## src/rtl/core/ppc64_integer_alu_assert.svh

```systemverilog
// Assertion macros for the integer ALU.
// Included by the top level; no other dependencies.
`ifndef PPC64_INTEGER_ALU_ASSERT_SVH
`define PPC64_INTEGER_ALU_ASSERT_SVH
`ifndef SYNTHESIS
`define ALU_ASSERT_IMP(label, clk, rst_n, a, c, msg) \
    label: assert property (@(posedge clk) disable iff (!rst_n) (a) |-> (c)) else $error(msg);
`define ALU_ASSERT_NXT(label, clk, rst_n, a, c, msg) \
    label: assert property (@(posedge clk) disable iff (!rst_n) (a) |=> (c)) else $error(msg);
`else
`define ALU_ASSERT_IMP(label, clk, rst_n, a, c, msg)
`define ALU_ASSERT_NXT(label, clk, rst_n, a, c, msg)
`endif
`endif

```

## src/rtl/core/ppc_alu_pkg.sv

```systemverilog
// Package for the integer ALU: opcodes, payload structs, controller types.
// No dependencies.
package ppc_alu_pkg;

    typedef enum logic [5:0] {
        OP_ADD = 6'd0, OP_ADDC = 6'd1, OP_ADDE = 6'd2, OP_ADDI = 6'd3, OP_ADDIC = 6'd4,
        OP_ADDIS = 6'd5, OP_ADDME = 6'd6, OP_ADDZE = 6'd7, OP_AND = 6'd8, OP_ANDC = 6'd9,
        OP_ANDI = 6'd10, OP_ANDIS = 6'd11, OP_CMP = 6'd12, OP_CMPI = 6'd13,
        OP_CMPL = 6'd14, OP_CMPLI = 6'd15, OP_CNTLZD = 6'd16, OP_CNTLZW = 6'd17,
        OP_DIVD = 6'd18, OP_DIVDU = 6'd19, OP_DIVW = 6'd20, OP_DIVWU = 6'd21,
        OP_EQV = 6'd22, OP_EXTSB = 6'd23, OP_EXTSH = 6'd24, OP_EXTSW = 6'd25,
        OP_MULHD = 6'd26, OP_MULHDU = 6'd27, OP_MULHW = 6'd28, OP_MULHWU = 6'd29,
        OP_MULLD = 6'd30, OP_MULLI = 6'd31, OP_MULLW = 6'd32, OP_NAND = 6'd33,
        OP_NEG = 6'd34, OP_NOR = 6'd35, OP_OR = 6'd36, OP_ORC = 6'd37, OP_ORI = 6'd38,
        OP_ORIS = 6'd39, OP_RLDIC = 6'd40, OP_RLDICL = 6'd41, OP_RLDICR = 6'd42,
        OP_RLDIMI = 6'd43, OP_RLWIMI = 6'd44, OP_RLWINM = 6'd45, OP_RLWNM = 6'd46,
        OP_SLW = 6'd47, OP_SRAW = 6'd48, OP_SRAWI = 6'd49, OP_SRW = 6'd50,
        OP_SUBF = 6'd51, OP_SUBFC = 6'd52, OP_SUBFE = 6'd53, OP_SUBFIC = 6'd54,
        OP_SUBFME = 6'd55, OP_SUBFZE = 6'd56, OP_XOR = 6'd57, OP_XORI = 6'd58,
        OP_XORIS = 6'd59
    } op_t;

    localparam logic [4:0] LOW5 = 5'h1F;
    localparam logic [5:0] LOW6 = 6'h3F;

    typedef struct packed {
        logic [5:0]  func;
        logic [63:0] src_a;
        logic [63:0] src_b;
        logic [15:0] imm;
        logic        base_is_zero;
        logic [5:0]  shift;
        logic [5:0]  mask_begin;
        logic [5:0]  mask_end;
        logic        record;
        logic        doubleword_compare;
        logic [2:0]  cr_target;
    } alu_in_t;

    typedef struct packed {
        logic [63:0] result;
        logic        result_valid;
        logic        carry_out;
        logic        carry_updated;
        logic [2:0]  cr_index;
        logic [3:0]  cr_value;
        logic        cr_updated;
    } alu_out_t;

    // op classes steering the controller
    typedef enum logic [1:0] {
        CLS_SIMPLE = 2'd0, CLS_MUL = 2'd1, CLS_DIV = 2'd2
    } op_class_t;

    typedef enum logic [2:0] {
        ST_IDLE, ST_MUL1, ST_MUL2, ST_DIV_SETUP, ST_DIV, ST_DIV_FIX, ST_FINISH, ST_OUT
    } state_t;

    typedef struct packed {
        logic load;
        logic mul_step1;
        logic mul_step2;
        logic div_setup;
        logic div_step;
        logic div_fix;
        logic finish;
        logic out_take;
    } ctl_cmd_t;

    typedef struct packed {
        op_class_t cls;
        logic      div_last;
    } ctl_sts_t;

    // Big-endian mask from MB to ME, wrapping when MB > ME.
    function automatic logic [63:0] mask_be(input logic [5:0] b, input logic [5:0] e);
        logic [63:0] lo;
        logic [63:0] hi;
        lo = {64{1'b1}} >> b;
        hi = {64{1'b1}} << (6'd63 - e);
        return (b <= e) ? (lo & hi) : (lo | hi);
    endfunction

    function automatic logic [3:0] cmp_code(input logic [63:0] x, input logic [63:0] y,
                                            input logic sgn);
        logic [63:0] xs;
        logic [63:0] ys;
        xs = x ^ {sgn, 63'd0};
        ys = y ^ {sgn, 63'd0};
        return (xs < ys) ? 4'b1000 : ((xs > ys) ? 4'b0100 : 4'b0010);
    endfunction

endpackage

```

## src/rtl/core/ppc_alu_ctrl.sv

```systemverilog
// Controller state machine for the integer ALU.
// Depends on ppc_alu_pkg.
module ppc_alu_ctrl (
    input  logic                    clk,
    input  logic                    rst_n,
    input  logic                    in_valid,
    output logic                    in_ready,
    output logic                    out_valid,
    input  logic                    out_ready,
    input  ppc_alu_pkg::ctl_sts_t   sts,
    output ppc_alu_pkg::ctl_cmd_t   cmd
);

    ppc_alu_pkg::state_t state_reg;
    ppc_alu_pkg::state_t state_next;

    always_ff @(posedge clk or negedge rst_n)
    begin
        if (!rst_n)
        begin
            state_reg <= ppc_alu_pkg::ST_IDLE;
        end
        else
        begin
            state_reg <= state_next;
        end
    end

    always_comb
    begin
        state_next = state_reg;
        unique case (state_reg)
            ppc_alu_pkg::ST_IDLE:
            begin
                if (in_valid)
                begin
                    unique case (sts.cls)
                        ppc_alu_pkg::CLS_MUL: state_next = ppc_alu_pkg::ST_MUL1;
                        ppc_alu_pkg::CLS_DIV: state_next = ppc_alu_pkg::ST_DIV_SETUP;
                        default:              state_next = ppc_alu_pkg::ST_FINISH;
                    endcase
                end
            end
            ppc_alu_pkg::ST_MUL1:      state_next = ppc_alu_pkg::ST_MUL2;
            ppc_alu_pkg::ST_MUL2:      state_next = ppc_alu_pkg::ST_FINISH;
            ppc_alu_pkg::ST_DIV_SETUP: state_next = ppc_alu_pkg::ST_DIV;
            ppc_alu_pkg::ST_DIV:
            begin
                if (sts.div_last)
                begin
                    state_next = ppc_alu_pkg::ST_DIV_FIX;
                end
            end
            ppc_alu_pkg::ST_DIV_FIX:   state_next = ppc_alu_pkg::ST_FINISH;
            ppc_alu_pkg::ST_FINISH:    state_next = ppc_alu_pkg::ST_OUT;
            ppc_alu_pkg::ST_OUT:
            begin
                if (out_ready)
                begin
                    state_next = ppc_alu_pkg::ST_IDLE;
                end
            end
            default:                   state_next = ppc_alu_pkg::ST_IDLE;
        endcase
    end

    always_comb
    begin
        cmd       = '0;
        in_ready  = 1'b0;
        out_valid = 1'b0;
        unique case (state_reg)
            ppc_alu_pkg::ST_IDLE:
            begin
                in_ready = 1'b1;
                cmd.load = in_valid;
            end
            ppc_alu_pkg::ST_MUL1:      cmd.mul_step1 = 1'b1;
            ppc_alu_pkg::ST_MUL2:      cmd.mul_step2 = 1'b1;
            ppc_alu_pkg::ST_DIV_SETUP: cmd.div_setup = 1'b1;
            ppc_alu_pkg::ST_DIV:       cmd.div_step  = 1'b1;
            ppc_alu_pkg::ST_DIV_FIX:   cmd.div_fix   = 1'b1;
            ppc_alu_pkg::ST_FINISH:    cmd.finish    = 1'b1;
            ppc_alu_pkg::ST_OUT:
            begin
                out_valid    = 1'b1;
                cmd.out_take = out_ready;
            end
            default:                   cmd = '0;
        endcase
    end

endmodule

```

## config.mk

```make
export PLATFORM = sky130hd
export DESIGN_NAME = ppc_alu_ctrl
export DESIGN_NICKNAME = d
export VERILOG_FILES = /design/src/rtl/core/ppc64_integer_alu_assert.svh /design/src/rtl/core/ppc_alu_pkg.sv /design/src/rtl/core/ppc_alu_ctrl.sv
export SDC_FILE = /design/constraint.sdc
export NUM_CORES = 1
export LEC_CHECK = 0
export BUFFER_PORTS_ARGS = -buffer_cell sky130_fd_sc_hd__buf_4
export CAP_MARGIN = 20
export CORE_AREA = 10 10 47 49
export DETAILED_ROUTE_END_ITERATION = 7
export DIE_AREA = 0 0 57 59
export GPL_TIMING_DRIVEN = 0
export PLACE_DENSITY = 0.57
export SLEW_MARGIN = 20
export SYNTH_ARGS = -nofsm -noshare
export SYNTH_HDL_FRONTEND = slang
export SYNTH_SLANG_ARGS = --single-unit
export TNS_END_PERCENT = 30
```

## constraint.sdc

```tcl
create_clock -name clk -period 1.05 [get_ports clk]
set_input_delay 0.1575 -clock clk [delete_from_list [all_inputs] [get_ports clk]]
set_output_delay 0.1575 -clock clk [all_outputs]
set_load 0.01 [all_outputs]
```

-- Word level (Yosys, flattened, before mapping)
Index checks and enable logic that the tools add are counted.
- word-level logic and storage cells: 31
- flip-flop bits (word level): 3
- output and inout port bits: 10
- bits of input ports: 7
- equal/unequal tests: 12
- mux-type cells: 15
- reduce and logical (&&, ||, !) cells: 3
- operator list (kind ; count):
    $pmux W3 S7 ; 1
    $eq A3 B3 Y1 const B ; 4
    $mux W1 ; 10
    $mux W3 ; 3
    $eq A3 B2 Y1 const B ; 2
    $ne A2 B2 Y1 const B ; 3
    $pmux W3 S2 ; 1
    $eq A3 B1 Y1 const B ; 1
    $logic_not A3 Y1 ; 1
    $reduce_and A3 Y1 ; 1
    $eq A2 B1 Y1 const B ; 1
    $eq A2 B2 Y1 const B ; 1
    $reduce_or A2 Y1 ; 1

-- Depth between registers and ports, before layout
- depth after elaboration: 4
- mapped depth: 5
- gate-level depth less buffers: 5

-- Worst setup path before layout
No wires, ideal clock.
- kind: flip-flop to output port
- from: register state_reg[1]
- to: output cmd[7] in the netlist's numbering
- stages on the path, launching flop included: 3
- path slack: -0.135 ns
- buffers on the path: 0
- required time: 0.892 ns
- arrival: 1.028 ns
- cell sequence: dfrtp_1 > nor3_1 > and2_1
- RTL lines (element ; RTL line ; RTL):
    start: declaration ; ppc_alu_ctrl.sv:14 ; ppc_alu_pkg::state_t state_reg;
    start signal: assignment ; ppc_alu_ctrl.sv:21 ; state_reg <= ppc_alu_pkg::ST_IDLE;
    start signal: assignment ; ppc_alu_ctrl.sv:25 ; state_reg <= state_next;
    end: declaration ; ppc_alu_ctrl.sv:11 ; output ppc_alu_pkg::ctl_cmd_t cmd

==> metrics.yaml <==
cts_tree: "done"
start_util_pct: 19.91
grt_start_max_net_pins: 11
period_minus_slack_ns: 1.297
min_from: "out_ready"
regToRegSetupSlack_ns: -0.20
yosysUniqueCellTypes: 20
synth_fa_ha_area_share_pct: 4.484
yosysTopAreaCellShare_pct: 26.91
fin_hold_ws_ns: 0.1240
rr_worst_depth: 3
p_leak_nw: 0.2754
ant_nets: 0
antenna_found_initial: 0
syn_inst: 36
grt_pass1_vias: 378
clockBufferDepth: 2
drt_wl_total_um: 950
finalPower_mw: 1.554
grt.met1_usage_pct: 5.232
areaGrowthSynthToFinish_pct: 104.0
grt_pass1_wl_mm: 1.497
die_y_um: 59
overflow: 0
dp_hpwl_um: 662.7
cts_sinks: 3
grtUsageMet2_pct: 9.457
syn_avg_cell_area_um2: 7.750
period_share_pct: 123.5
synth_simple_gate_area_share_pct: 35.87
cp_top_family: "flip-flops"
r2r-start: "state_reg[0]"
drive_above_1_share_pct: 60.94
synth_top_family_by_area: "simple AND/OR/NAND/NOR gates"
synthMuxAreaShare_pct: 0
holdPathStages: 2
use_met3_pct: 1.288
grt.busiest_layer: "met2"
synth_seq_area_share_pct: 26.91
synth_edf_count: 0
slew_headroom_pct: 75.57
end_kind: "output port"
async_reset_ff_share_pct: 100.0
hold_end: "state_reg[0]"
die-area_um2: 3363
power_density_nw_per_um2: 2729
coreArea_um2: 1401
critPathMaxStageDelay_ns: 0.44
critPathMaxFanout: 5
reg2reg_to: "state_reg[0]"
cp_num_buf_inv: 2
firstDrtPassIters: 4
tightest_slew_ns: 0.3658
wire_per_inst_um: 11.88
cts_root_buf: "clkbuf_4"
cp-start-kind: "flip-flop"
nets: 73
num-fill-cells: 156
outcome: "finished with violations"
crit_path_top_delay_cell: "dfrtp_2"
clk_pin_slew_ns: 0.04
ys.flop_type: "dfrtp_1"
hold_viol: 0
synth_compound_area_share_pct: 17.94
num_rows: 14
crit_type: "flip-flop to output port"
vias: 344
timing.final.ws_setup_ns: -0.2469
boundaryPins: 17
synth_seq_cells: 3
grtUsageTotal_pct: 5.318
yosys.area.top_type: "dfrtp_1"
cap_viol_max_count: 0
numCtsBuffers: 3
rsz0062_at_grt: "yes"
timing.fmax_ghz: 0.7711
clk_latency_ns: 0.23
routed_via_density: 4.300
synth-xor-area-share_pct: 3.139
crit_chain: "buf_6 -> and3b_1 -> buf_4"
largest_register_ff_count: 3
route.detailed.drc: 0
setup_viol: 13
synthTopCellsByArea: "dfrtp_1 (27%), nor2_1 (8.1%), nor3b_1 (8.1%), and3b_1 (6.3%), a2111oi_2 (5.4%)"
netlist_area_um2: 279.0
violations: "setup timing"
slew_violations: 0
arrival_ns: 1.14
initialDrtViolationCount: 3
yosys_warnings: 0
syn_nets: 44
ys_top_cells_by_count: "nor2_1 (6), inv_1 (4), dfrtp_1 (3), nor3b_1 (3)"
skew_ns: 0.001236
hold_class: "input port to flip-flop"
cts_htree_levels: 1
yosysMostFrequentCell: "nor2_1"
ir_drop_mv: 1.096
die_x_um: 57
port_buffers: 16
final_core_utilization_pct: 40.63
gp_congestion: 0.7802
required_ns: 0.89
diodes: 0
## per-layer routing
metal  wire (um)  vias up  part of all wire, %
met3          66        2                  6.9
met5           0        -                    0
met2         539       10                   57
met1         326      155                   34
met4          17        0                  1.8
li1            -      177                    -
## report_power, final
group	switching, mW	internal [mW]
registers	0.100	0.183
clock network	0.0586	0.142
logic	0.472	0.597
## final cells by class
| type | count | area [um2] | share of cell area (%) |
|---|---|---|---|
| Timing Repair Buffer | 24 | 182.7 | 32.09 |
| Inverter | 4 | 15.01 | 2.637 |
| Multi-Input combinational cell | 26 | 212.7 | 37.36 |
| Sequential cell | 3 | 78.83 | 13.85 |
| Clock buffer | 4 | 26.28 | 4.615 |
| Tap cell | 16 | 20.02 | 3.516 |
| Buffer | 3 | 33.78 | 5.934 |
## logic make-up (layout without fill, tap and decap cells)
group / count (synthesis) / count (layout)
and+or+nand+nor: 18 / 18
buffers and inverters: 7 / 35
AOI/OAI and AO/OA: 6 / 6
DFF: 3 / 3
adders and majority gates: 1 / 1
xor gates and xnor gates: 1 / 1
## metrics by stage
step	std cells	setup TNS [ns]	cell area [um2]	setup WS (ns)
floorplan	36	-0.1085	299.0	-0.07550
global placement	68	-0.5008	439.2	-0.1537
detailed placement	68	-0.5831	439.2	-0.1735
CTS	79	-2.480	541.8	-0.2396
global route	80	-3.382	569.3	-0.3072
finish	80	-2.594	569.3	-0.2469
## layout by cell type (no fill, tap or decap)
master	Yosys	final
buf_4	1	23
nor2_1	6	5
inv_1	4	4
buf_6	0	3
nor3b_2	0	3
clkbuf_4	0	3
dfrtp_2	0	3
and3b_1	2	2
a21oi_1	2	2
nand2_1	1	1
nand3_4	0	1
nor3_4	0	1
nor2_2	0	1
and2_1	1	1
nor2b_1	1	1
a211oi_1	1	1
a2111oi_2	1	1
o32ai_1	1	1
xnor2_1	1	1
nor3_1	2	1
nand2b_1	1	1
o31a_1	1	1
ha_1	1	1
clkbuf_1	0	1
dlygate4sd3_1	0	1
## worst register-to-register path, delay by kind of cell, from the launching register on
family	cells	cell delay (ns)
flops	1	0.43
buf+inv	1	0.15
compound gates	2	0.54
## how the worst max path moves through the flow
stage	startpoint	cells after the start	end	slack, ns
2_1_floorplan	state_reg[2]	4	state_reg[2]	-0.08
3_3_place_gp	state_reg[2]	4	state_reg[2]	-0.15
3_5_place_dp	state_reg[2]	4	state_reg[2]	-0.17
4_1_cts	state_reg[1]	3	cmd[2]	-0.24
5_1_grt	state_reg[1]	3	cmd[3]	-0.31
6_report	state_reg[1]	3	cmd[2]	-0.25
## repair_timing
item,in CTS,in global routing
setup endpoints to repair,12,13
buffers inserted,5,0
resized for setup,7,6
pin swaps,2,2
endpoints found under the hold margin,3,0
hold buffers,1,0
cloned,1,1
No activity file was read; power rests on OpenSTA's default activity.
